<file path="config.mk">
export PLATFORM = sky130hd
export DESIGN_NAME = sem_queue
export DESIGN_NICKNAME = d
export VERILOG_FILES = /design/src/rtl/sem_queue.sv
export SDC_FILE = /design/constraint.sdc
export NUM_CORES = 1
export LEC_CHECK = 0
export ABC_AREA = 1
export BUFFER_PORTS_ARGS = -buffer_cell sky130_fd_sc_hd__buf_2
export CORE_ASPECT_RATIO = 0.9
export CORE_UTILIZATION = 53
export DETAILED_ROUTE_END_ITERATION = 10
export PLACE_DENSITY = 0.88
export SLEW_MARGIN = 10
export SYNTH_ARGS = -nofsm -noshare
export SYNTH_HDL_FRONTEND = slang
export SYNTH_SLANG_ARGS = --single-unit
</file>
<file path="constraint.sdc">
create_clock -name clock -period 2.6 [get_ports clock]
set_input_delay 0.52 -clock clock [delete_from_list [all_inputs] [get_ports clock]]
set_output_delay 0.52 -clock clock [all_outputs]
set_load 0.02 [all_outputs]
</file>
<file path="src/rtl/sem_queue.sv">
// Two-entry queue between the front and back ends.
`timescale 1ns / 1ps

module sem_queue #(
   parameter int DATA_W = 8
) (
   input  logic              clock,
   input  logic              reset,
   input  logic              push,
   input  logic [DATA_W-1:0] push_data,
   output logic              full,
   input  logic              pop,
   output logic              valid,
   output logic [DATA_W-1:0] pop_data
);

   logic [DATA_W-1:0] slot_ff [2];
   logic              wr_ptr_ff, wr_ptr_in;
   logic              rd_ptr_ff, rd_ptr_in;
   logic [1:0]        count_ff, count_in;

   assign valid    = (count_ff != 2'd0);
   assign full     = (count_ff == 2'd2);
   assign pop_data = slot_ff[rd_ptr_ff];

   always_comb begin
      wr_ptr_in = push ? !wr_ptr_ff : wr_ptr_ff;
      rd_ptr_in = pop  ? !rd_ptr_ff : rd_ptr_ff;
      count_in  = count_ff + {1'b0, push} - {1'b0, pop};
   end

   always_ff @(posedge clock) begin
      if (reset) begin
         wr_ptr_ff <= 1'b0;
         rd_ptr_ff <= 1'b0;
         count_ff  <= 2'd0;
      end else begin
         wr_ptr_ff <= wr_ptr_in;
         rd_ptr_ff <= rd_ptr_in;
         count_ff  <= count_in;
      end
   end

   // Payload slots, no reset
   always_ff @(posedge clock) begin
      if (push)
         slot_ff[wr_ptr_ff] <= push_data;
   end

endmodule

</file>
# == Yosys cells after proc, flatten, opt, wreduce, memory -nomap -nowiden ==
# Memories as Yosys holds them, arrays and structs flattened. A register that Yosys moved wholly into a read port is not among the register bits.
# Cells that the tools add are included.
# word_totals
reg_bits,4
latch_bits,0
ramBits,16
romBits,0
input_bits,12
wordCells,14
memories,1
# mem_list
memory,depth,width,read_ports,rd_ports_with_merged_regs,wr,line,text
slot_ff,2,8,1,1,1,17,logic [DATA_W-1:0] slot_ff [2];
# classes
addsub,2
mul,0
div_mod_pow,0
n_lt_le_gt_ge,0
n_eq_ne,1
n_shift,0
mux,4
n_bitwise,0
reduce_logical,3
# op_table
op,n
$mux W1,4
$add A2 B1 Y2,1
$eq A2 B2 Y1 const B,1
$logic_not A1 Y1,2
$reduce_bool A2 Y1,1
$sub A2 B1 Y2,1

# == Longest topological paths before layout ==
# Gate-level depths: netlist of the first run.
# logic_depth
ltp_word,3
depth_mapped,7
depth_no_buf,7

# == Least setup slack after synthesis of the first run ==
# Ideal clock, no wire load.
# synth_timing
path_kind,flip-flop to output port
startpoint,reg with a tool-made name
endpoint,out pop_data[0]
arrival_ns,0.782
slack_ns,1.298
stages_incl_launch_ff,3
path_buffers,1
cell_sequence,dfxtp_1 -> buf_6 -> mux2_4
# synth_rtl
element,line,text
end: declaration,14,output logic [DATA_W-1:0] pop_data

==> results.toml, run 1 <==
[grt]
grt.busiest_layer = "met2"
grt.met1_usage_pct = 19.1
grtUsageMet2_pct = 28.7
grt_pass1_wl_mm = 1.91
grt_usage_pct = 16.6
antenna_found_initial = 0
grt_pass1_vias = 431
grt_max_degree = 13
gr-usage-met3_pct = 4.61
grt_overflow = 0

[logic_synthesis]
async_flop_share_pct = 0
yosysWarnings = 0
synth_area_um2 = 836
yosysTopAreaCell = "edfxtp_1"
synth.most_common_cell = "edfxtp_1"
synth_edf_count = 16
avgSynthCellArea_um2 = 14.9
synthCells = 56
ys_top_cells_by_area = "edfxtp_1 (57%), mux2_4 (14%), dfxtp_1 (12%)"
synth_top_area_share_pct = 57.5
synth.distinct_cells = 12
ys_ff_latch = 21
ys_seq_area_share_pct = 69.5
syn_nets = 70
synthTopCellsByCount = "edfxtp_1 (16), inv_1 (8), mux2_4 (8)"
ys.flop_type = "edfxtp_1"

[sta]
skew_ps = 1.10
drv_slew = 0
setup_viol = 0
fmax_ghz = 0.511
slew_headroom_pct = 53.9
hold_viol = 0
tns_ps = 0
tightest_slew_ps = 688
rsz0062_at_grt = "no"
timing.final.crit_share_pct = 75.2
period_minus_slack_ps = 1960

[final_layout]
multiInputGateArea_um2 = 214
final_cells = 95
antenna-diode-count = 0
seq_area_um2 = 581
fin_nets = 95
nFillCells = 114
drive_above_1_share_pct = 41.3
area_growth_pct = 16.8

[critical_path]
critPathArrivalTime_ps = 1440
rr_startpoint = "wr_ptr_ff"
r2r_slack_ps = 1350
start_kind = "flop"
reg2regPathDepth = 1
critPathRequiredTime_ps = 2080
endpoint_kind = "output port"
path_max_fanout = 8
path_class = "flop to output port"
reg2reg_to = "slot_ff[0][1]"

[route]
drt_iter0_markers = 8
drt-total-wl_mm = 1.23
drc = 0
firstDrtPassIters = 6
wl_per_cell_um = 12.9
vias = 469
ant_nets = 0
vias_per_cell = 4.94

[clocking]
root_buffer = "clkbuf_4"
cts.sinks = 21
htreeDepth = 1
ctsResizeCount = 0
post_cts_buffers = 0
clkLatencyLatePin_ps = 310
cts_buffers = 3
cts_tree = "yes"
hold_buffers = 0
clk_pin_slew_worst_paths_ps = 110
clockBufferDepth = 2

[worst_hold_path]
hold_class = "primary input to flop"
worstHoldStart = "push_data[4]"
min_path_cells = 1
whs_endpoint = "slot_ff[0][4]"

[run_status]
status = "finished clean"

[power]
intPower_uw = 495
combPwrFrac_pct = 17.4
p_per_area_nw_per_um2 = 691
cellLeakagePower_nw = 0.443
switching_share_pct = 26.5
p_seq_share_pct = 59.2
power_uw = 674
clkPwrFrac_pct = 23.4
ir_worst_vdd_v = 0.000417
p_sw_uw = 179

[floorplan]
ioPinCount = 22
rows = 13
core_area_um2 = 1460
die_area_um2 = 1740
start_util_pct = 57.1
die_h_um = 39.7
chipWidth_um = 43.9

[place]
numPortBuffers = 21
place.gp.congestion = 0.755
place_hpwl_um = 905
dpl.cell_count = 91

[run]
cap_violations = 0
==> power by group through the flow <==
stage | Clock [mW] | Sequential (mW) | Combinational [mW]
2_1_floorplan | 0 | 0.398 | 0.0892
3_3_place_gp | 0 | 0.405 | 0.111
3_5_place_dp | 0 | 0.407 | 0.116
4_1_cts | 0.158 | 0.400 | 0.117
5_1_grt | 0.171 | 0.402 | 0.131
6_report | 0.158 | 0.399 | 0.117
==> per-layer routing <==
metal | up-vias | wire (um)
met3 | 2 | 45
met2 | 17 | 637
li1 | 239 | -
met5 | - | 0
met4 | 0 | 22
met1 | 211 | 521
==> cell usage in the layout, fill, tap and decap left out <==
cell type   n
xnor2_1     1
nand3_1     1
nand2_1     5
ha_1        2
clkbuf_4    3
dfxtp_1     5
nor3_1      1
buf_2      21
clkinv_2    1
mux2_4      8
nor2_1      7
inv_1       8
a21oi_1     1
edfxtp_1   16
==> metrics by stage <==
step	area (um2)	hold WS [ps]	util (%)	setup slack, ps
final	976	395	66.7	644
after global routing	976	382	66.7	605
after CTS	976	390	66.7	634
after detailed placement	948	520	64.8	980
after global placement	948	495	64.8	981
after floorplan	836	480	-	1300
==> registers in the layout, indices dropped and copies added, names as in the netlist, named ones only <==
register and flops:
count_ff 2, rd_ptr_ff 1, slot_ff 16, wr_ptr_ff 1
==> worst max-delay path: stages, from the launching register on <==
cell and delay [ps]:
dfxtp_1 630, mux2_4 340, buf_2 160
==> cell type report <==
| class | instances | area share (%) |
|---|---|---|
| flip-flops and latches | 21 | 59.5 |
| repair buffers | 21 | 10.8 |
| inverters | 8 | 3.08 |
| clock inverters | 1 | 0.513 |
| well taps | 15 | 1.92 |
| clock buffers | 3 | 2.31 |
| multi-input cells | 26 | 21.9 |
==> cell families (layout without fill, tap and decap cells) <==
logic type,Yosys count,after routing,share of synthesized area [%]
and+or+nand+nor,14,14,6.59
buffers and inverters,9,33,4.94
xor gates and xnor gates,1,1,1.05
DFF,21,21,69.5
adders and majority gates,2,2,2.99
AOI/OAI and AO/OA,1,1,0.598
muxes,8,8,14.4
==> worst max-delay path by stage <==
stage               startpoint           to  slack [ps]  cells after the start
floorplan                 flop  pop_data[0]        1300                      2
detailed placement        flop  pop_data[7]         980                      2
CTS                       flop  pop_data[7]         630                      2
finish                    flop  pop_data[7]         640                      2
global placement          flop  pop_data[7]         980                      2
global route              flop  pop_data[7]         600                      2
Note: power is estimated with default switching activity, not from simulation.
==> run 2, diff against run 1 <==
--- a/config.mk
+++ b/config.mk
@@ -8,9 +8,9 @@
 export ABC_AREA = 1
 export BUFFER_PORTS_ARGS = -buffer_cell sky130_fd_sc_hd__buf_2
 export CORE_ASPECT_RATIO = 0.9
-export CORE_UTILIZATION = 53
+export CORE_UTILIZATION = 44
 export DETAILED_ROUTE_END_ITERATION = 10
-export PLACE_DENSITY = 0.88
+export PLACE_DENSITY = 0.79
 export SLEW_MARGIN = 10
 export SYNTH_ARGS = -nofsm -noshare
 export SYNTH_HDL_FRONTEND = slang
==> constraint.sdc (replaced) <==
create_clock -name clock -period 1.67 [get_ports clock]
set_input_delay 0.334 -clock clock [delete_from_list [all_inputs] [get_ports clock]]
set_output_delay 0.334 -clock clock [all_outputs]
set_load 0.02 [all_outputs]
==> run 2 against run 1 <==
Sequential power rose by 53%. Clock skew rose by 3.9 ps. Worst setup slack got worse by 560 ps. Combinational power rose by 68%.
==> results.toml, run 2 (synthesis results as in run 1) <==
[clocking]
root_buffer = "clkbuf_4"
post_cts_buffers = 0
clk_pin_slew_worst_paths_ps = 110
clkLatencyLatePin_ps = 290
htreeDepth = 1
cts_tree = "yes"
cts_buffers = 3
clockBufferDepth = 2
cts.sinks = 21

[final_layout]
area_growth_pct = 20.4
reg_top3 = "slot_ff x16, count_ff x2"
drive_above_1_share_pct = 42.7
final_cell_mix = "buf_2 (21), edfxtp_1 (16), inv_1 (8), mux2_4 (8), nor2_1 (7)"
antenna-diode-count = 0
largest_reg_flops = 16
layout_commonest_cell = "buf_2"
largest_register = "slot_ff"
fin_nets = 97

[worst_hold_path]
hold_class = "primary input to flop"
min_path_cells = 1
whs_endpoint = "slot_ff[0][3]"
worstHoldStart = "push_data[3]"

[floorplan]
core_area_um2 = 1730
die_h_um = 43.3
rows = 14
chipWidth_um = 47.9
ioPinCount = 22
start_util_pct = 48.2
die_area_um2 = 2080

[sta]
slew_headroom_pct = 75.2
fmax_ghz = 0.631
hold_viol = 0
rsz0062_at_grt = "no"
tightest_slew_ps = 372
tns_ps = 0
fin_ws_ps = 84.8
skew_ps = 4.99
period_minus_slack_ps = 1590
setup_viol = 0
drv_slew = 0
timing.final.crit_share_pct = 94.9

[run_status]
status = "finished clean"

[critical_path]
start_kind = "flop"
critPathTopFamily = "flip-flops"
endpoint_kind = "output port"
reg2regPathDepth = 6
rr_startpoint = "count_ff[0]"
crit_chain = "buf_6 -> mux2_4 -> buf_2"
r2r_slack_ps = 510
critPathRequiredTime_ps = 1340
crit_slowest_cell = "dfxtp_1"
timing.critical_path.buf_inv = 2
critPathArrivalTime_ps = 1250
slowest_delay_ps = 340
path_max_fanout = 8
path_class = "flop to output port"
reg2reg_to = "count_ff[1]"

[route]
drt_iter0_markers = 4
wl_met1_um = 526
drc = 0
drt-total-wl_mm = 1.10
wl_met2_um = 510
vias = 468
dr_wl_met3_um = 65
ant_nets = 0
firstDrtPassIters = 4
vias_per_cell = 4.42
dr.max_layer_used = "met3"
wl_per_cell_um = 10.4

[place]
place.gp.congestion = 0.639
numPortBuffers = 21
place_ws_ps = 385
place_hpwl_um = 822

[run]
cap_violations = 0

[grt]
grt_overflow = 0
grt_pass1_wl_mm = 1.69
antenna_found_initial = 0
grt_max_degree = 13
grt_pass1_vias = 428
grt_usage_pct = 11.9

[power]
p_per_area_nw_per_um2 = 1030
cellLeakagePower_nw = 0.454
ir_worst_vdd_v = 0.000516
## run 2: changes by cell type in the layout (fill, tap and decap cells not counted), sizes merged
cell	previous run	this run
buf	21	23
## run 2: metrics by stage
| step | area (um2) | std cells | hold WS (ps) | power, mW | utilization [%] |
|---|---|---|---|---|---|
| 3_5_place_dp | 975 | 102 | 522 | 0.819 | 56.2 |
| 6_report | 1010 | 106 | 226 | 1.03 | 58.0 |
| 2_1_floorplan | 836 | 56 | 405 | 0.759 | - |
| 5_1_grt | 1010 | 106 | 211 | 1.08 | 58.0 |
| 3_3_place_gp | 975 | 102 | 498 | 0.811 | 56.2 |
| 4_1_cts | 1000 | 106 | 220 | 1.04 | 57.8 |
## run 2: worst max-delay path by stage
stage | endpoint | slack (ps) | startpoint | cells after the start
final | pop_data[4] | 80 | flop | 3
after global routing | pop_data[5] | 20 | flop | 3
after CTS | pop_data[4] | 50 | flop | 3
after detailed placement | pop_data[4] | 390 | flop | 3
after global placement | pop_data[4] | 390 | flop | 3
after floorplan | pop_data[0] | 550 | flop | 2
## run 2: layout make-up
type,count,area (um2)
Multi-Input combinational cell,26,214
Tap cell,24,30.0
Timing Repair Buffer,23,124
Fill cell,149,728
Inverter,8,30.0
Sequential cell,21,581
Clock inverter,1,5.00
Clock buffer,3,22.5
## run 2: worst register-to-register path, cell delays in order (launching register included)
cell and delay (ps):
dfxtp_1 350, inv_1 60, ha_1 260, inv_1 30
ha_1 190, a21oi_1 120, nor2_1 60
## run 2: report_power, final
part           leakage [nW]  switching [mW]  internal [mW]
sequential            0.192          0.0117          0.599
clock                0.0177           0.138         0.0889
combinational         0.244           0.107         0.0882
total                 0.454           0.257          0.776
## run 2: what timing repair did
item,4_1_cts,5_1_grt
endpoints found under the setup margin,0,1
hold buffers,0,0
gates resized for setup,0,1
## run 2: metal layers
| metal | vias up | track usage (%) |
|---|---|---|
| li1 | 240 | - |
| met1 | 213 | 15.4 |
| met2 | 15 | 18.4 |
| met3 | 0 | 3.75 |
| met4 | 0 | 5.00 |
| met5 | - | 0 |
