## src/rtl/sem_pkg.sv

```systemverilog
// Shared types, constants and the magnitude threshold table for the Sobel edge block.
`timescale 1ns / 1ps

package sem_pkg;

   // Field and register widths
   localparam int PIXEL_W    = 8;
   localparam int CSR_DATA_W = 12;
   localparam int CSR_IDX_W  = 1;
   localparam int ROW_W      = 12;
   localparam int GRAD_W     = 12;   // signed working width of gx, gy
   localparam int ABS_W      = 10;   // |gx|, |gy| stay at or below 1020
   localparam int SQ_W       = 2 * ABS_W;
   localparam int SUM_W      = SQ_W + 1;
   localparam int MAG_W      = 8;

   // Geometry
   localparam int MAX_WIDTH_DEFAULT = 2048;
   localparam int MIN_DIM           = 3;
   localparam logic [CSR_DATA_W-1:0] WIDTH_RESET  = 12'd640;
   localparam logic [CSR_DATA_W-1:0] HEIGHT_RESET = 12'd480;

   // Register indexes
   localparam logic [CSR_IDX_W-1:0] CSR_IMAGE_WIDTH  = 1'b0;
   localparam logic [CSR_IDX_W-1:0] CSR_IMAGE_HEIGHT = 1'b1;

   // Scale: result v is valid while 1141^2 * v^2 <= 255^2 * s
   localparam longint unsigned MAG_NUM = 64'd1301881;
   localparam longint unsigned MAG_DEN = 64'd65025;

   // Per-pixel classification handed from the front to the back
   typedef struct packed {
      logic emit;   // interior pixel, produces a result
      logic last;   // result closes the frame
   } sem_flags_type;

   typedef logic [255:0][SUM_W-1:0] thresh_tab_type;

   // Smallest s that yields magnitude v: ceil(MAG_NUM * v^2 / MAG_DEN)
   function automatic thresh_tab_type build_thresh();
      thresh_tab_type   tab;
      longint unsigned  p;
      for (int v = 0; v < 256; v++) begin
         p      = MAG_NUM * longint'(v) * longint'(v);
         tab[v] = SUM_W'((p + MAG_DEN - 64'd1) / MAG_DEN);
      end
      return tab;
   endfunction

   localparam thresh_tab_type THRESH_TAB = build_thresh();

endpackage

```

## src/rtl/sem_front.sv

```systemverilog
// Front end: configuration registers, raster position counters and pixel classification.
`timescale 1ns / 1ps

module sem_front #(
   parameter int MAX_WIDTH = sem_pkg::MAX_WIDTH_DEFAULT,
   parameter int COL_W     = $clog2(MAX_WIDTH)
) (
   input  logic                                clock,
   input  logic                                reset,
   // request channel
   input  logic                                req_tvalid,
   output logic                                req_tready,
   input  logic [sem_pkg::PIXEL_W-1:0]         req_pixel,
   input  logic                                req_frame_start,
   // configuration
   input  logic                                csr_wr_en,
   input  logic [sem_pkg::CSR_IDX_W-1:0]       csr_index,
   input  logic [sem_pkg::CSR_DATA_W-1:0]      csr_wdata,
   // token out to the queue
   output logic                                tok_valid,
   output logic [sem_pkg::PIXEL_W-1:0]         tok_pixel,
   output logic [COL_W-1:0]                    tok_col,
   output sem_pkg::sem_flags_type              tok_flags,
   input  logic                                queue_full,
   input  logic                                clear_busy
);
   import sem_pkg::*;

   localparam int EW = $clog2(MAX_WIDTH + 1);

   logic [CSR_DATA_W-1:0] width_ff, width_in;
   logic [CSR_DATA_W-1:0] height_ff, height_in;
   logic [COL_W-1:0]      col_ff, col_in;
   logic [ROW_W-1:0]      row_ff, row_in;

   logic [EW-1:0]         eff_w;
   logic [ROW_W-1:0]      eff_h;
   logic [COL_W-1:0]      col_cur;
   logic [ROW_W-1:0]      row_cur;
   logic [ROW_W:0]        row_next;
   logic                  accept;

   assign req_tready = !queue_full && !clear_busy;
   assign accept     = req_tvalid && req_tready;

   // Effective frame size
   always_comb begin
      if (32'(width_ff) < MIN_DIM)
         eff_w = EW'(MIN_DIM);
      else if (32'(width_ff) > MAX_WIDTH)
         eff_w = EW'(MAX_WIDTH);
      else
         eff_w = EW'(width_ff);
      eff_h = (32'(height_ff) < MIN_DIM) ? ROW_W'(MIN_DIM) : height_ff;
   end

   // Position of this pixel and where the next one lands
   always_comb begin
      col_cur  = req_frame_start ? '0 : col_ff;
      row_cur  = req_frame_start ? '0 : row_ff;
      row_next = {1'b0, row_cur} + 1'b1;
      col_in   = col_ff;
      row_in   = row_ff;
      if (accept) begin
         if (EW'(col_cur) + EW'(1) >= eff_w) begin
            col_in = '0;
            row_in = (row_next >= {1'b0, eff_h}) ? '0 : row_next[ROW_W-1:0];
         end else begin
            col_in = col_cur + 1'b1;
            row_in = row_cur;
         end
      end
   end

   // Register writes
   always_comb begin
      width_in  = width_ff;
      height_in = height_ff;
      if (csr_wr_en) begin
         if (csr_index == CSR_IMAGE_WIDTH)
            width_in = csr_wdata;
         if (csr_index == CSR_IMAGE_HEIGHT)
            height_in = csr_wdata;
      end
   end

   always_ff @(posedge clock) begin
      if (reset) begin
         width_ff  <= WIDTH_RESET;
         height_ff <= HEIGHT_RESET;
         col_ff    <= '0;
         row_ff    <= '0;
      end else begin
         width_ff  <= width_in;
         height_ff <= height_in;
         col_ff    <= col_in;
         row_ff    <= row_in;
      end
   end

   // Token to the back end
   assign tok_valid      = accept;
   assign tok_pixel      = req_pixel;
   assign tok_col        = col_cur;
   assign tok_flags.emit = (row_cur >= ROW_W'(2)) && (col_cur >= COL_W'(2));
   assign tok_flags.last = (row_cur == eff_h - 1'b1) && (EW'(col_cur) == eff_w - 1'b1);

endmodule

```

## config.mk

```make
export PLATFORM = sky130hd
export DESIGN_NAME = sem_front
export DESIGN_NICKNAME = d
export VERILOG_FILES = /design/src/rtl/sem_pkg.sv /design/src/rtl/sem_front.sv
export SDC_FILE = /design/constraint.sdc
export NUM_CORES = 1
export LEC_CHECK = 0
export BUFFER_PORTS_ARGS = -buffer_cell sky130_fd_sc_hd__buf_2
export CAP_MARGIN = 25
export CORE_MARGIN = 1.5
export CORE_UTILIZATION = 57
export CTS_CLUSTER_DIAMETER = 200
export DETAILED_ROUTE_END_ITERATION = 10
export PLACE_DENSITY = 0.79
export SYNTH_ARGS = -nofsm -noshare
export SYNTH_HDL_FRONTEND = slang
export SYNTH_SLANG_ARGS = --single-unit
```

## constraint.sdc

```tcl
create_clock -name clock -period 11.95 [get_ports clock]
set_input_delay 1.7925 -clock clock [delete_from_list [all_inputs] [get_ports clock]]
set_output_delay 1.7925 -clock clock [all_outputs]
set_load 0.02 [all_outputs]
```

==> Yosys cells after proc, flatten, opt, wreduce, memory -nomap -nowiden <==
Index checks and enable logic that the tools add are counted.
{ "classes": {"addsub": 5, "n_lt_le_gt_ge": 7, "n_eq_ne": 2, "n_mux": 8, "bitwise": 1, "reduce_logical": 8} }
{ "ops": {"columns": ["cell", "count"], "rows": [
  ["two-way mux 12 bit", 6],
  ["< comparator 12 x 2 -> 1 bit (second input constant)", 2],
  ["subtractor 12 x 1 -> 12 bit (second input constant)", 2],
  ["two-way mux 11 bit", 2],
  ["adder 12 x 1 -> 13 bit (second input constant)", 1],
  ["greater-or-equal comparator 13 x 12 -> 1 bit", 1],
  ["adder 11 x 1 -> 12 bit (second input constant)", 1],
  ["equality test 11 x 12 -> 1 bit", 1],
  ["equality test 12 bit", 1],
  ["greater-or-equal comparator 12 bit", 1],
  ["greater-or-equal comparator 12 x 2 -> 1 bit (second input constant)", 1],
  ["> comparator 12 bit (second input constant)", 1],
  ["adder 11 x 1 -> 11 bit (second input constant)", 1],
  ["greater-or-equal comparator 11 x 2 -> 1 bit (second input constant)", 1],
  ["logical AND 1 bit", 4],
  ["AND reduction 2 bit", 2],
  ["zero test 1 bit", 2],
  ["inverter 1 bit", 1]
]} }
{ "word_totals": {"reg_bits": 47, "word_cells": 35} }

==> Depth between registers and ports, before layout <==
Gate-level depths: netlist (run 1).
{ "depth": {"ltp_word": 6, "depth_mapped": 16, "ltp_nobuf": 15} }

==> Worst setup path before layout (run 1) <==
No wires, ideal clock.
{ "synth_path": {"kind": "in2out", "start": "in req_frame_start", "end": "out tok_flags[0] (netlist name)", "arrival_time_ns": 3.980, "path_slack_ns": 6.178, "cell_stages": 8, "path_buffers": 1, "path_cell_list": "clkbuf_1 -> nor2b_1 -> xor2_1 -> o2111ai_1 -> nor4_1 -> and3_1 -> nand4_1 -> nor4_1"} }
{ "synth_rtl": {"columns": ["item", "line_no", "text"], "rows": [
  ["start: declaration", "sem_front.sv:14", "input logic req_frame_start,"],
  ["end: declaration", "sem_front.sv:23", "output sem_pkg::sem_flags_type tok_flags,"]
]} }

==> impl_results.md, run 1 <==
- Vias: 3856
- Post-Synthesis Cells: 530
- Seq pwr share: 0.526
- Relative slew slack: 0.3693
- # clock sinks: 47
- Antenna violations before repair: 0
- Total power: 321.2 uW
- GPL Wtd Cong: 0.9554
- Final wirelength: 10.08 mm
- Number of port buffers: 34
- Max cap viols: 0
- Wire length per cell: 16.33 um
- CTS tree: built
- CTS-repair resized insts: 0
- Final setup TNS: 0 ns
- Sequential fraction of the synthesis area: 0.2381
- Internal power: 225.0 uW
- Die area: 7443 um^2
- Placed cell count: 611
- RSZ-0062 raised after global routing: no
- Hold-fix buffers, CTS: 0
- Root Buffer: clkbuf_8
- Skew final: 0.01207 ns
- Global-route wire length before repair: 16.73 mm
- Std-Cell Rows: 30
- Comb pwr share: 0.199
- Largest net degree at the start of global routing: 51
- Vias in the first global route: 3563
- Final cell count without fillers: 617
- Power share of the clock group: 0.274
- Pwr/cell area: 77.67 nW/um^2
- Area grow syn2layout: 4.622%
- Worst slew pin tran: 0.9382 ns
- Total GRT Usage: 0.2771
- Die X: 86.27 um
- Slew Viols, Final: 0
- Clk buf depth: 2
- CP Cell Sequence: buf_2 > inv_2 > nand2_1 > inv_1 > ha_1 > o2111ai_1 > nor4_1 > and3_1 > nand4_1 > nor4_1 > buf_2
- Num CTS Buffers: 5
- Yosys Warn Count: 0
- Fillers: 615
- Fin crit share: 0.4987
- Slowest stage cell, crit path: buf_2
- Grt ovf: 0
- CP required: 10.16 ns
- Fraction of registers with async set or reset after synthesis: 0
- Die Y: 86.27 um
- Initial drt markers: 243
- DRC: 0
- Syn Area/Cell: 7.458 um^2
- Setup Buffers After CTS: 0
- Vias per cell: 6.250
- Hpwl dp: 7.787 mm
- Layout cells sized above 1: 0.09870
- Fin nets: 595
- Clock-pin slew on the worst setup and hold paths: 0.08 ns
- Core Region: 6756 um^2
- Clk_lat worst skew: 0.29 ns
- HP Class: flop to flop
- Cell Area, Placed: 4063 um^2
- Maximum clock rate: 0.1678 GHz
- Io pins: 51
- Slowest Stage Delay on Critical Path: 0.46 ns
- Syn nets: 587
- LEAKAGE: 0.001740 uW
- Ant. Diodes: 0
- Status: complete, no violations
- Top delay family on crit path: simple AND/OR/NAND/NOR gates
- Synth Flop Type: dfxtp_1
- Fin crit period: 5.960 ns
- Initial core utilization: 0.5850
- Synth Cell Area: 3953 um^2
- Worst Path Buf+Inv: 4
- VDD IR max: 0.00006563 V
- #FFs+latches synth: 47
- Worst Path Arrival: 4.17 ns
- Post-Layout Inst Area: 4135 um^2
- Crit Path Class: input pin to output pin
- Final setup fails: 0
- Net Sw Power: 96.19 uW
- Final Hold Violating Endpoints: 0
- Post-synth EDFFs: 0
- Yosys cell types: 58
- Core Util, Final: 0.6120
- Post-DRT Antenna Nets: 0
- Crit start category: input pin
- Htree depth: 2
- Crit end category: output pin
- Sw Ratio: 0.2995
- Max FO, Critical Path: 33
- Initial DRT Pass Iterations: 5
[cells in the mapped netlist (2+ instances only)]
| master | instances | area [um^2] |
|---|---|---|
| nand2b_1 | 3 | 18.77 |
| o31ai_1 | 2 | 15.01 |
| and4_1 | 4 | 35.03 |
| nand2_1 | 95 | 356.6 |
| nor4_2 | 2 | 25.02 |
| a21oi_1 | 56 | 280.3 |
| nor4_1 | 11 | 68.82 |
| and3_1 | 8 | 50.05 |
| nand3_1 | 21 | 105.1 |
| nor4b_1 | 2 | 17.52 |
| and2b_1 | 2 | 15.01 |
| and2_1 | 3 | 18.77 |
| nand4_1 | 4 | 25.02 |
| buf_2 | 2 | 10.01 |
| a31oi_1 | 5 | 31.28 |
| dfxtp_1 | 47 | 940.9 |
| buf_4 | 8 | 60.06 |
| nand3b_1 | 6 | 45.04 |
| or4_1 | 9 | 67.56 |
| nor3_1 | 17 | 85.08 |
| ha_1 | 29 | 362.9 |
| nor2_1 | 24 | 90.09 |
| a221oi_2 | 2 | 30.03 |
| or3b_1 | 5 | 43.79 |
| a21o_1 | 10 | 75.07 |
| o211ai_1 | 4 | 30.03 |
| a2111oi_0 | 3 | 26.28 |
| inv_1 | 20 | 75.07 |
| a22oi_1 | 2 | 15.01 |
| xnor2_1 | 28 | 245.2 |
| o21ai_0 | 11 | 55.05 |
| nor4_4 | 2 | 42.54 |
| xor2_1 | 15 | 131.4 |
| o2111ai_1 | 3 | 26.28 |
| mux2i_1 | 2 | 20.02 |
| nor2b_1 | 15 | 93.84 |
| a211oi_1 | 5 | 37.54 |
| clkbuf_1 | 23 | 86.33 |
[registers in the layout, indices dropped and copies added, names as in the netlist]
signal	cells
col_ff	11
height_ff	12
row_ff	12
width_ff	12
[layout by cell type (no fill, tap or decap), types with 2 or more instances in the layout]
master	instances
a21o_1	10
nand4_1	4
or4_1	9
a21oi_1	56
buf_2	34
xor2_1	15
mux2i_1	2
a211oi_1	5
nor4_4	2
nand3_1	21
and2_1	3
nand2_1	95
nand3b_1	6
nand2b_1	3
o21ai_0	11
o2111ai_1	3
o211ai_1	4
a22oi_1	2
a221oi_2	2
xnor2_1	28
or3b_1	5
nor3_1	17
nor2b_1	15
inv_1	20
ha_1	29
nor2_1	24
dfxtp_1	47
a2111oi_0	3
clkbuf_8	5
nor4_2	2
and2b_1	2
nor4b_1	2
o31ai_1	2
and3_1	8
a31oi_1	5
and4_1	4
nor4_1	11
[worst reg2reg max path, delay by kind of cell, from the launching register on]
family                   cells  cell delay, ns
AO/OA/AOI/OAI                5            1.00
XOR/XNOR                     1            0.13
AND/OR/NAND/NOR              6            1.91
adder cells (fa/ha/maj)      2            0.67
flip-flops                   1            0.37
[logic make-up (layout without fill, tap and decap cells)]
kind of cell	after synthesis	in the layout	share of synthesized area
xor+xnor	43	43	0.09529
simple gates	238	238	0.3143
fa+ha+maj	29	29	0.09180
mux	2	2	0.005065
buf+inv	56	63	0.06331
flops	47	47	0.2380
compound gates	115	115	0.1922
[metal layers]
layer,global-route usage,part of all wire
met5,0,0
met4,0.07771,0.015
met3,0.03619,0.054
met2,0.4460,0.46
met1,0.3900,0.47
[through the flow]
stage               hold WS [ns]  worst slack, ns
global placement          0.4580            6.081
detailed placement        0.4638            6.042
finish                    0.4758            5.990
CTS                       0.4762            6.039
floorplan                 0.4321            6.178
global route              0.4955            5.832
[final cells by class]
type                            count  area, um^2  share of cell area
Tap cell                           80       100.1             0.02421
Inverter                           22       82.58             0.01997
Timing Repair Buffer               35       177.7             0.04297
Sequential cell                    47       940.9              0.2275
Multi-Input combinational cell    427        2761              0.6678
Clock buffer                        6       72.57             0.01755
[power groups by stage]
stage | sequential, uW | combinational, uW | clock (uW)
2_1_floorplan | 169 | 53.9 | 0
3_3_place_gp | 172 | 61.4 | 0
3_5_place_dp | 172 | 63.0 | 0
4_1_cts | 169 | 63.3 | 88.8
5_1_grt | 170 | 71.9 | 94.8
6_report | 169 | 64.0 | 88.2
[final timing paths]
kind                        start            to  slack, ns  depth (start not counted)
hold reg to reg         col_ff[6]     col_ff[6]       0.48                          2
setup / recovery  req_frame_start  tok_flags[0]       5.99                         11
hold / removal          col_ff[6]     col_ff[6]       0.48                          2
setup reg to reg        row_ff[0]     row_ff[6]       7.83                         14
Power figures use the tool's default switching activity.
==> inputs of run 2 (changes only) <==
==> constraint.sdc (replaced) <==
create_clock -name clock -period 5.5 [get_ports clock]
set_input_delay 0.825 -clock clock [delete_from_list [all_inputs] [get_ports clock]]
set_output_delay 0.825 -clock clock [all_outputs]
set_load 0.02 [all_outputs]
==> run 2 against run 1 <==
- worst setup slack got worse by 5.0 ns
- final cell count rose by 0.32%
- worst hold slack got worse by 0.0087 ns
- core utilization rose by 0.13 points
- via count rose by 0.57%
- critical path type is now input pin to flop
==> impl_results.md, run 2 (same netlist as run 1, synthesis figures left out) <==
- Fin crit period: 4.535 ns
- Total power: 706.4 uW (+120%)
- Core Util, Final: 0.6133 (+0.001296)
- Worst slew pin tran: 0.9064 ns (-0.03179 ns)
- Initial core utilization: 0.5850 (unchanged)
- Layout cells sized above 1: 0.1002 (+0.001489)
- Vias per cell: 6.265 (+0.25%)
- CP Cell Sequence: buf_2 > nor2b_1 > ha_1 > and2_1 > and4_1 > and3_1 > xnor2_1 > nor2_1 > ha_1 > a21o_1 > a221oi_4 > o211ai_4 > nor4_2 > a21oi_1 > a21oi_1
- Die Y: 86.27 um (unchanged)
- Comb pwr share: 0.197 (-0.002)
- Fillers: 612 (-0.49%)
- # clock sinks: 47 (unchanged)
- Slew Viols, Final: 0 (unchanged)
- Largest net degree at the start of global routing: 51 (unchanged)
- Clk_lat worst skew: 0.30 ns (about the same)
- Slowest Stage Delay on Critical Path: 0.69 ns (+0.23 ns)
- Fin nets: 595 (unchanged)
- HP Class: flop to flop
- VDD IR max: 0.0001046 V (+59%)
- Die area: 7443 um^2 (unchanged)
- Num CTS Buffers: 5 (unchanged)
- Sw Ratio: 0.3018 (+0.002285)
- Post-DRT Antenna Nets: 0 (unchanged)
- Total GRT Usage: 0.2834 (+0.006343)
- Slowest stage cell, crit path: nor4_2
- Std-Cell Rows: 30 (unchanged)
- GPL Wtd Cong: 0.9614 (+0.63%)
- CP required: 5.73 ns (-4.43 ns)
- Net Sw Power: 213.2 uW (+120%)
- Maximum clock rate: 0.2205 GHz
- Final setup TNS: 0 ns (unchanged)
- Final Hold Violating Endpoints: 0 (unchanged)
- Number of port buffers: 34 (unchanged)
- Initial DRT Pass Iterations: 4 (-1)
- Vias: 3878 (+0.57%)
- Clk buf depth: 2 (unchanged)
- Relative slew slack: 0.3907 (+0.02137)
- Setup Buffers After CTS: 0 (unchanged)
- CTS-repair resized insts: 0 (unchanged)
- Htree depth: 2 (unchanged)
- Final setup fails: 0 (unchanged)
- Biggest regs: height_ff: 12 flops, row_ff: 12 flops, width_ff: 12 flops
- Wire length per cell: 16.45 um (+0.76%)
- RSZ-0062 raised after global routing: no
- Sequential standard cell area: 940.9 um^2 (unchanged)
- Commonest cells after routing, fill and taps aside: nand2_1 (95), a21oi_1 (56), dfxtp_1 (47), buf_2 (34), ha_1 (29)
- Power share of the clock group: 0.283 (+0.009)
- Grt ovf: 0 (unchanged)
- Crit end category: flop
- Crit Path Class: input pin to flop
- Io pins: 51 (unchanged)
- Worst Path Arrival: 4.76 ns (+0.59 ns)
- Max FO, Critical Path: 33 (unchanged)
- Fin crit share: 0.8245
- Internal power: 493.3 uW (+120%)
- Global-route wire length before repair: 16.75 mm (+0.13%)
- Status: complete, no violations
- Pwr/cell area: 170.5 nW/um^2 (+120%)
- DRC: 0 (unchanged)
- LEAKAGE: 0.001745 uW (+0.29%)
- Final worst slack: 0.9653 ns (-5.025 ns)
- Root Buffer: clkbuf_8
- Multi-input logic area: 2761 um^2 (unchanged)
- Vias in the first global route: 3481 (-2.3%)
- Pre-CTS WS: 0.7381 ns (-5.304 ns)
- CTS tree: built
- Ant. Diodes: 0 (unchanged)
- Hold-fix buffers, CTS: 0 (unchanged)
- Skew final: 0.006721 ns (-0.005350 ns)
- Antenna violations before repair: 0 (unchanged)
- Area grow syn2layout: 4.843%
- Max cap viols: 0 (unchanged)
- Clock-pin slew on the worst setup and hold paths: 0.08 ns (about the same)
- Core Region: 6756 um^2 (unchanged)
- Initial drt markers: 276 (+14%)
- Seq pwr share: 0.519 (-0.007)
- Die X: 86.27 um (unchanged)
- Final wirelength: 10.19 mm (+1.1%)
- Hpwl dp: 7.842 mm (+0.71%)
- Crit start category: input pin
- Commonest non-fill, non-tap cell in the layout: nand2_1
[run 2: cell count changes in the layout (fill, tap and decap cells not counted)]
cell      before  now
clkbuf_1       1    2
clkinv_2       0    1
[run 2: layout make-up]
cell class | count | area share
clock buffer | 7 | 0.01842
clock inverter | 1 | 0.001208
inverter | 22 | 0.01993
multi-input combinational | 427 | 0.6664
sequential | 47 | 0.2271
tap | 80 | 0.02415
timing repair buffer | 35 | 0.04287
[run 2: through the flow]
stage	cells	instance area (um^2)	hold WS [ns]
after floorplan	530	3953	0.4321
after global placement	611	4063	0.4392
after detailed placement	611	4063	0.4486
after CTS	619	4144	0.4606
after global routing	619	4144	0.4946
final	619	4144	0.4670
[run 2: critical path, delay by kind of cell]
| family | cells | cell delay, ns |
|---|---|---|
| AND/OR/NAND/NOR | 6 | 1.87 |
| AO/OA/AOI/OAI | 5 | 0.97 |
| adder cells (fa/ha/maj) | 2 | 0.65 |
| buffers and inverters | 1 | 0.29 |
| XOR/XNOR | 1 | 0.13 |
[run 2: path summary, 6_finish.rpt]
| path | depth (start not counted) | startpoint | end | slack, ns |
|---|---|---|---|---|
| max | 15 | req_frame_start | row_ff[6] | 0.97 |
| min | 2 | col_ff[10] | col_ff[10] | 0.47 |
| max reg2reg | 14 | row_ff[0] | row_ff[6] | 1.46 |
| min reg2reg | 2 | col_ff[10] | col_ff[10] | 0.47 |
[run 2: power by group through the flow]
| stage | Sequential [uW] | Combinational [uW] | Clock (uW) |
|---|---|---|---|
| 6_report | 367 | 139 | 200 |
| 3_5_place_dp | 375 | 137 | 0 |
| 3_3_place_gp | 374 | 133 | 0 |
| 5_1_grt | 369 | 154 | 219 |
| 4_1_cts | 367 | 138 | 203 |
| 2_1_floorplan | 368 | 117 | 0 |
[run 2: metal layers]
metal | vias to the layer above | global-route usage | part of all wire
li1 | 1898 | - | -
met1 | 1802 | 0.3940 | 0.46
met2 | 153 | 0.4431 | 0.45
met3 | 25 | 0.04571 | 0.061
met4 | 0 | 0.1056 | 0.023
met5 | - | 0 | 0
==> inputs of run 3 (changes only) <==
--- a/config.mk
+++ b/config.mk
@@ -5,6 +5,7 @@
 export SDC_FILE = /design/constraint.sdc
 export NUM_CORES = 1
 export LEC_CHECK = 0
+export ABC_AREA = 1
 export BUFFER_PORTS_ARGS = -buffer_cell sky130_fd_sc_hd__buf_2
 export CAP_MARGIN = 25
 export CORE_MARGIN = 1.5
==> constraint.sdc (replaced) <==
create_clock -name clock -period 4.75 [get_ports clock]
set_input_delay 0.7125 -clock clock [delete_from_list [all_inputs] [get_ports clock]]
set_output_delay 0.7125 -clock clock [all_outputs]
set_load 0.02 [all_outputs]
==> run 3 against run 2 <==
- die area grew 2.2%
- clock skew grew 0.0012 ns
- final cell count grew 21%
- sequential power grew 17%
- global-route usage grew 0.73 points
- via count grew 5.7%
- critical endpoint is now row_ff[9]
- highest routed layer unchanged
==> impl_results.md, run 3 <==
- Crit end category: flop
- Synth area leaders: dfxtp_1 (23%), nand2_1 (12%), ha_1 (9.0%), inv_1 (8.4%), nor2_1 (8.0%)
- Hpwl dp: 8.436 mm (+7.6%)
- Clock-pin slew on the worst setup and hold paths: 0.08 ns (about the same)
- Sequential fraction of the synthesis area: 0.2328 (-0.005233)
- Multi-input logic area: 2616 um^2 (-5.3%)
- Power share of the clock group: 0.251 (-0.032)
- #FFs+latches synth: 47 (unchanged)
- Grt ovf: 0 (unchanged)
- Std-Cell Rows: 30 (unchanged)
- Post-DRT Antenna Nets: 0 (unchanged)
- Relative slew slack: 0.4894 (+0.09873)
- Fin crit share: 0.8348
- Vias in the first global route: 3758 (+8.0%)
- Crit Path Class: input pin to flop
- DRC: 0 (unchanged)
- Sequential standard cell area: 940.9 um^2 (unchanged)
- Commonest non-fill, non-tap cell in the layout: nand2_1
- Hold Slack: 0.4709 ns (+0.003818 ns)
- Io pins: 51 (unchanged)
- Worst r2r path cells: 18 (+4)
- Net Sw Power: 288.3 uW (+35%)
- VDD IR max: 0.0001650 V (+58%)
- Top-count cell post-synth: nand2_1
- Core Region: 6832 um^2 (+1.1%)
- Final setup fails: 0 (unchanged)
- Syn Area/Cell: 6.334 um^2 (-15%)
- Commonest cells after routing, fill and taps aside: nand2_1 (133), inv_1 (90), nor2_1 (86), nand3_1 (47), dfxtp_1 (47)
- Yosys cell types: 36 (-38%)
- Vias per cell: 5.451 (-13%)
- Seq pwr share: 0.488 (-0.031)
- Yosys Warn Count: 0 (unchanged)
- Layout cells sized above 1: 0.09299 (-0.007198)
- Maximum clock rate: 0.2522 GHz
- Worst setup startpoint: req_frame_start
- Setup Buffers After CTS: 0 (unchanged)
- Pwr/cell area: 205.5 nW/um^2 (+21%)
- Final Hold Violating Endpoints: 0 (unchanged)
- Comb pwr share: 0.260 (+0.063)
- Synth area leader: dfxtp_1
- Reg2reg setup slack: 1.14 ns (-0.32 ns)
- Slew Viols, Final: 0 (unchanged)
- Final setup TNS: 0 ns (unchanged)
- Initial DRT Pass Iterations: 5 (+1)
- Max cap viols: 0 (unchanged)
- Die area: 7604 um^2 (+2.2%)
- Root Buffer: clkbuf_8
- Status: complete, no violations
- Worst slew pin tran: 0.7650 ns (-0.1414 ns)
- CTS tree: built
- Die X: 87.20 um (+1.1%)
- Antenna violations before repair: 0 (unchanged)
- Total GRT Usage: 0.2907 (+0.007264)
- Initial drt markers: 365 (+32%)
- Internal power: 589.7 uW (+20%)
- HP Class: flop to flop
- Max FO, Critical Path: 14 (-58%)
- GPL Wtd Cong: 0.9791 (+1.8%)
- Skew final: 0.007948 ns (+0.001227 ns)
- Wire length per cell: 13.87 um (-16%)
- Die Y: 87.20 um (+1.1%)
- Largest net degree at the start of global routing: 31 (-39%)
- Clk_lat worst skew: 0.29 ns (about the same)
- Vias: 4099 (+5.7%)
- Crit start category: input pin
- Fillers: 671 (+9.6%)
- Syn nets: 695 (+18%)
- Hold Crit Start: col_ff[0]
- CTS-repair resized insts: 0 (unchanged)
- Ant. Diodes: 0 (unchanged)
- Leading cell types by count after synthesis: nand2_1 (133), inv_1 (90), nor2_1 (86)
- Clk buf depth: 2 (unchanged)
- Hold-fix buffers, CTS: 0 (unchanged)
- Synth Cell Area: 4041 um^2 (+2.2%)
- Synth top area share: 0.2328 (-0.005233)
- Area grow syn2layout: 5.728%
- Fraction of registers with async set or reset after synthesis: 0 (unchanged)
- RSZ-0062 raised after global routing: no
- Number of port buffers: 34 (unchanged)
- Initial core utilization: 0.5916 (+0.006575)
- Worst Path Arrival: 4.18 ns (-0.58 ns)
- Htree depth: 2 (unchanged)
- Post-Synthesis Cells: 638 (+20%)
- Synth Flop Type: dfxtp_1
- Final wirelength: 10.43 mm (+2.4%)
- Fin nets: 714 (+20%)
- Fin crit period: 3.965 ns
- # clock sinks: 47 (unchanged)
- RR Startpoint: col_ff[1]
- Global-route wire length before repair: 17.49 mm (+4.4%)
- Post-synth EDFFs: 0 (unchanged)
- Sw Ratio: 0.3284 (+0.02659)
- Biggest regs: height_ff: 12 flops, row_ff: 12 flops, width_ff: 12 flops
- Hold Path Cell Cnt: 2 (unchanged)
- Num CTS Buffers: 5 (unchanged)
- LEAKAGE: 0.002118 uW (+21%)
- CP required: 4.97 ns (-0.76 ns)
## run 3: logic make-up after synthesis
logic type / synth area share
AOI/OAI and AO/OA: 0.1437
buffers and inverters: 0.1198
adders and majority gates: 0.08978
and+or+nand+nor: 0.3390
DFF: 0.2328
xor gates and xnor gates: 0.07492
## run 3: power by group through the flow
stage / sequential [uW] / clock, uW / combinational (uW)
after CTS: 428 / 226 / 226
after global placement: 436 / 0 / 220
final: 429 / 221 / 229
after global routing: 431 / 241 / 261
after detailed placement: 437 / 0 / 225
after floorplan: 433 / 0 / 185
## run 3: worst max-delay path, cell delays in order
cell	delay, ns
buf_2	0.19
inv_1	0.31
nand2_1	0.23
nor3_1	0.32
nand3_1	0.12
inv_1	0.15
nand3_1	0.12
xor2_1	0.25
ha_1	0.29
a21oi_1	0.14
o21ai_0	0.08
a21oi_1	0.16
nand3_1	0.39
nor2_1	0.20
buf_4	0.22
a22oi_1	0.09
a21oi_1	0.20
## run 3: metal layers
layer	part of all wire	GRT usage	vias to the layer above	routed length [um]
met5	0	0	-	0
met2	0.43	0.4524	153	4513
met3	0.060	0.03697	20	625
met4	0.026	0.08802	0	270
li1	-	-	2092	-
met1	0.48	0.4185	1834	5022
## run 3: path summary, 6_finish.rpt
check              end
max          row_ff[9]
min          col_ff[0]
max reg2reg  row_ff[9]
min reg2reg  col_ff[0]
## run 3: area by class of cell
| type | count | share of cell area |
|---|---|---|
| clock buffer | 6 | 0.01698 |
| inverter | 92 | 0.08082 |
| multi-input combinational | 476 | 0.6123 |
| sequential | 47 | 0.2202 |
| tap | 96 | 0.02811 |
| timing repair buffer | 35 | 0.04158 |
## run 3: stage by stage
| step | instances | instance area (um^2) | setup WS, ns | total power [uW] | util |
|---|---|---|---|---|---|
| 4_1_cts | 752 | 4273 | 0.8342 | 879.9 | 0.6255 |
| 3_3_place_gp | 746 | 4200 | 0.6921 | 656.1 | 0.6148 |
| 6_report | 752 | 4273 | 0.7848 | 878.0 | 0.6255 |
| 3_5_place_dp | 746 | 4200 | 0.5398 | 662.2 | 0.6148 |
| 5_1_grt | 752 | 4273 | 0.4116 | 933.4 | 0.6255 |
| 2_1_floorplan | 638 | 4041 | 1.142 | 617.6 | - |
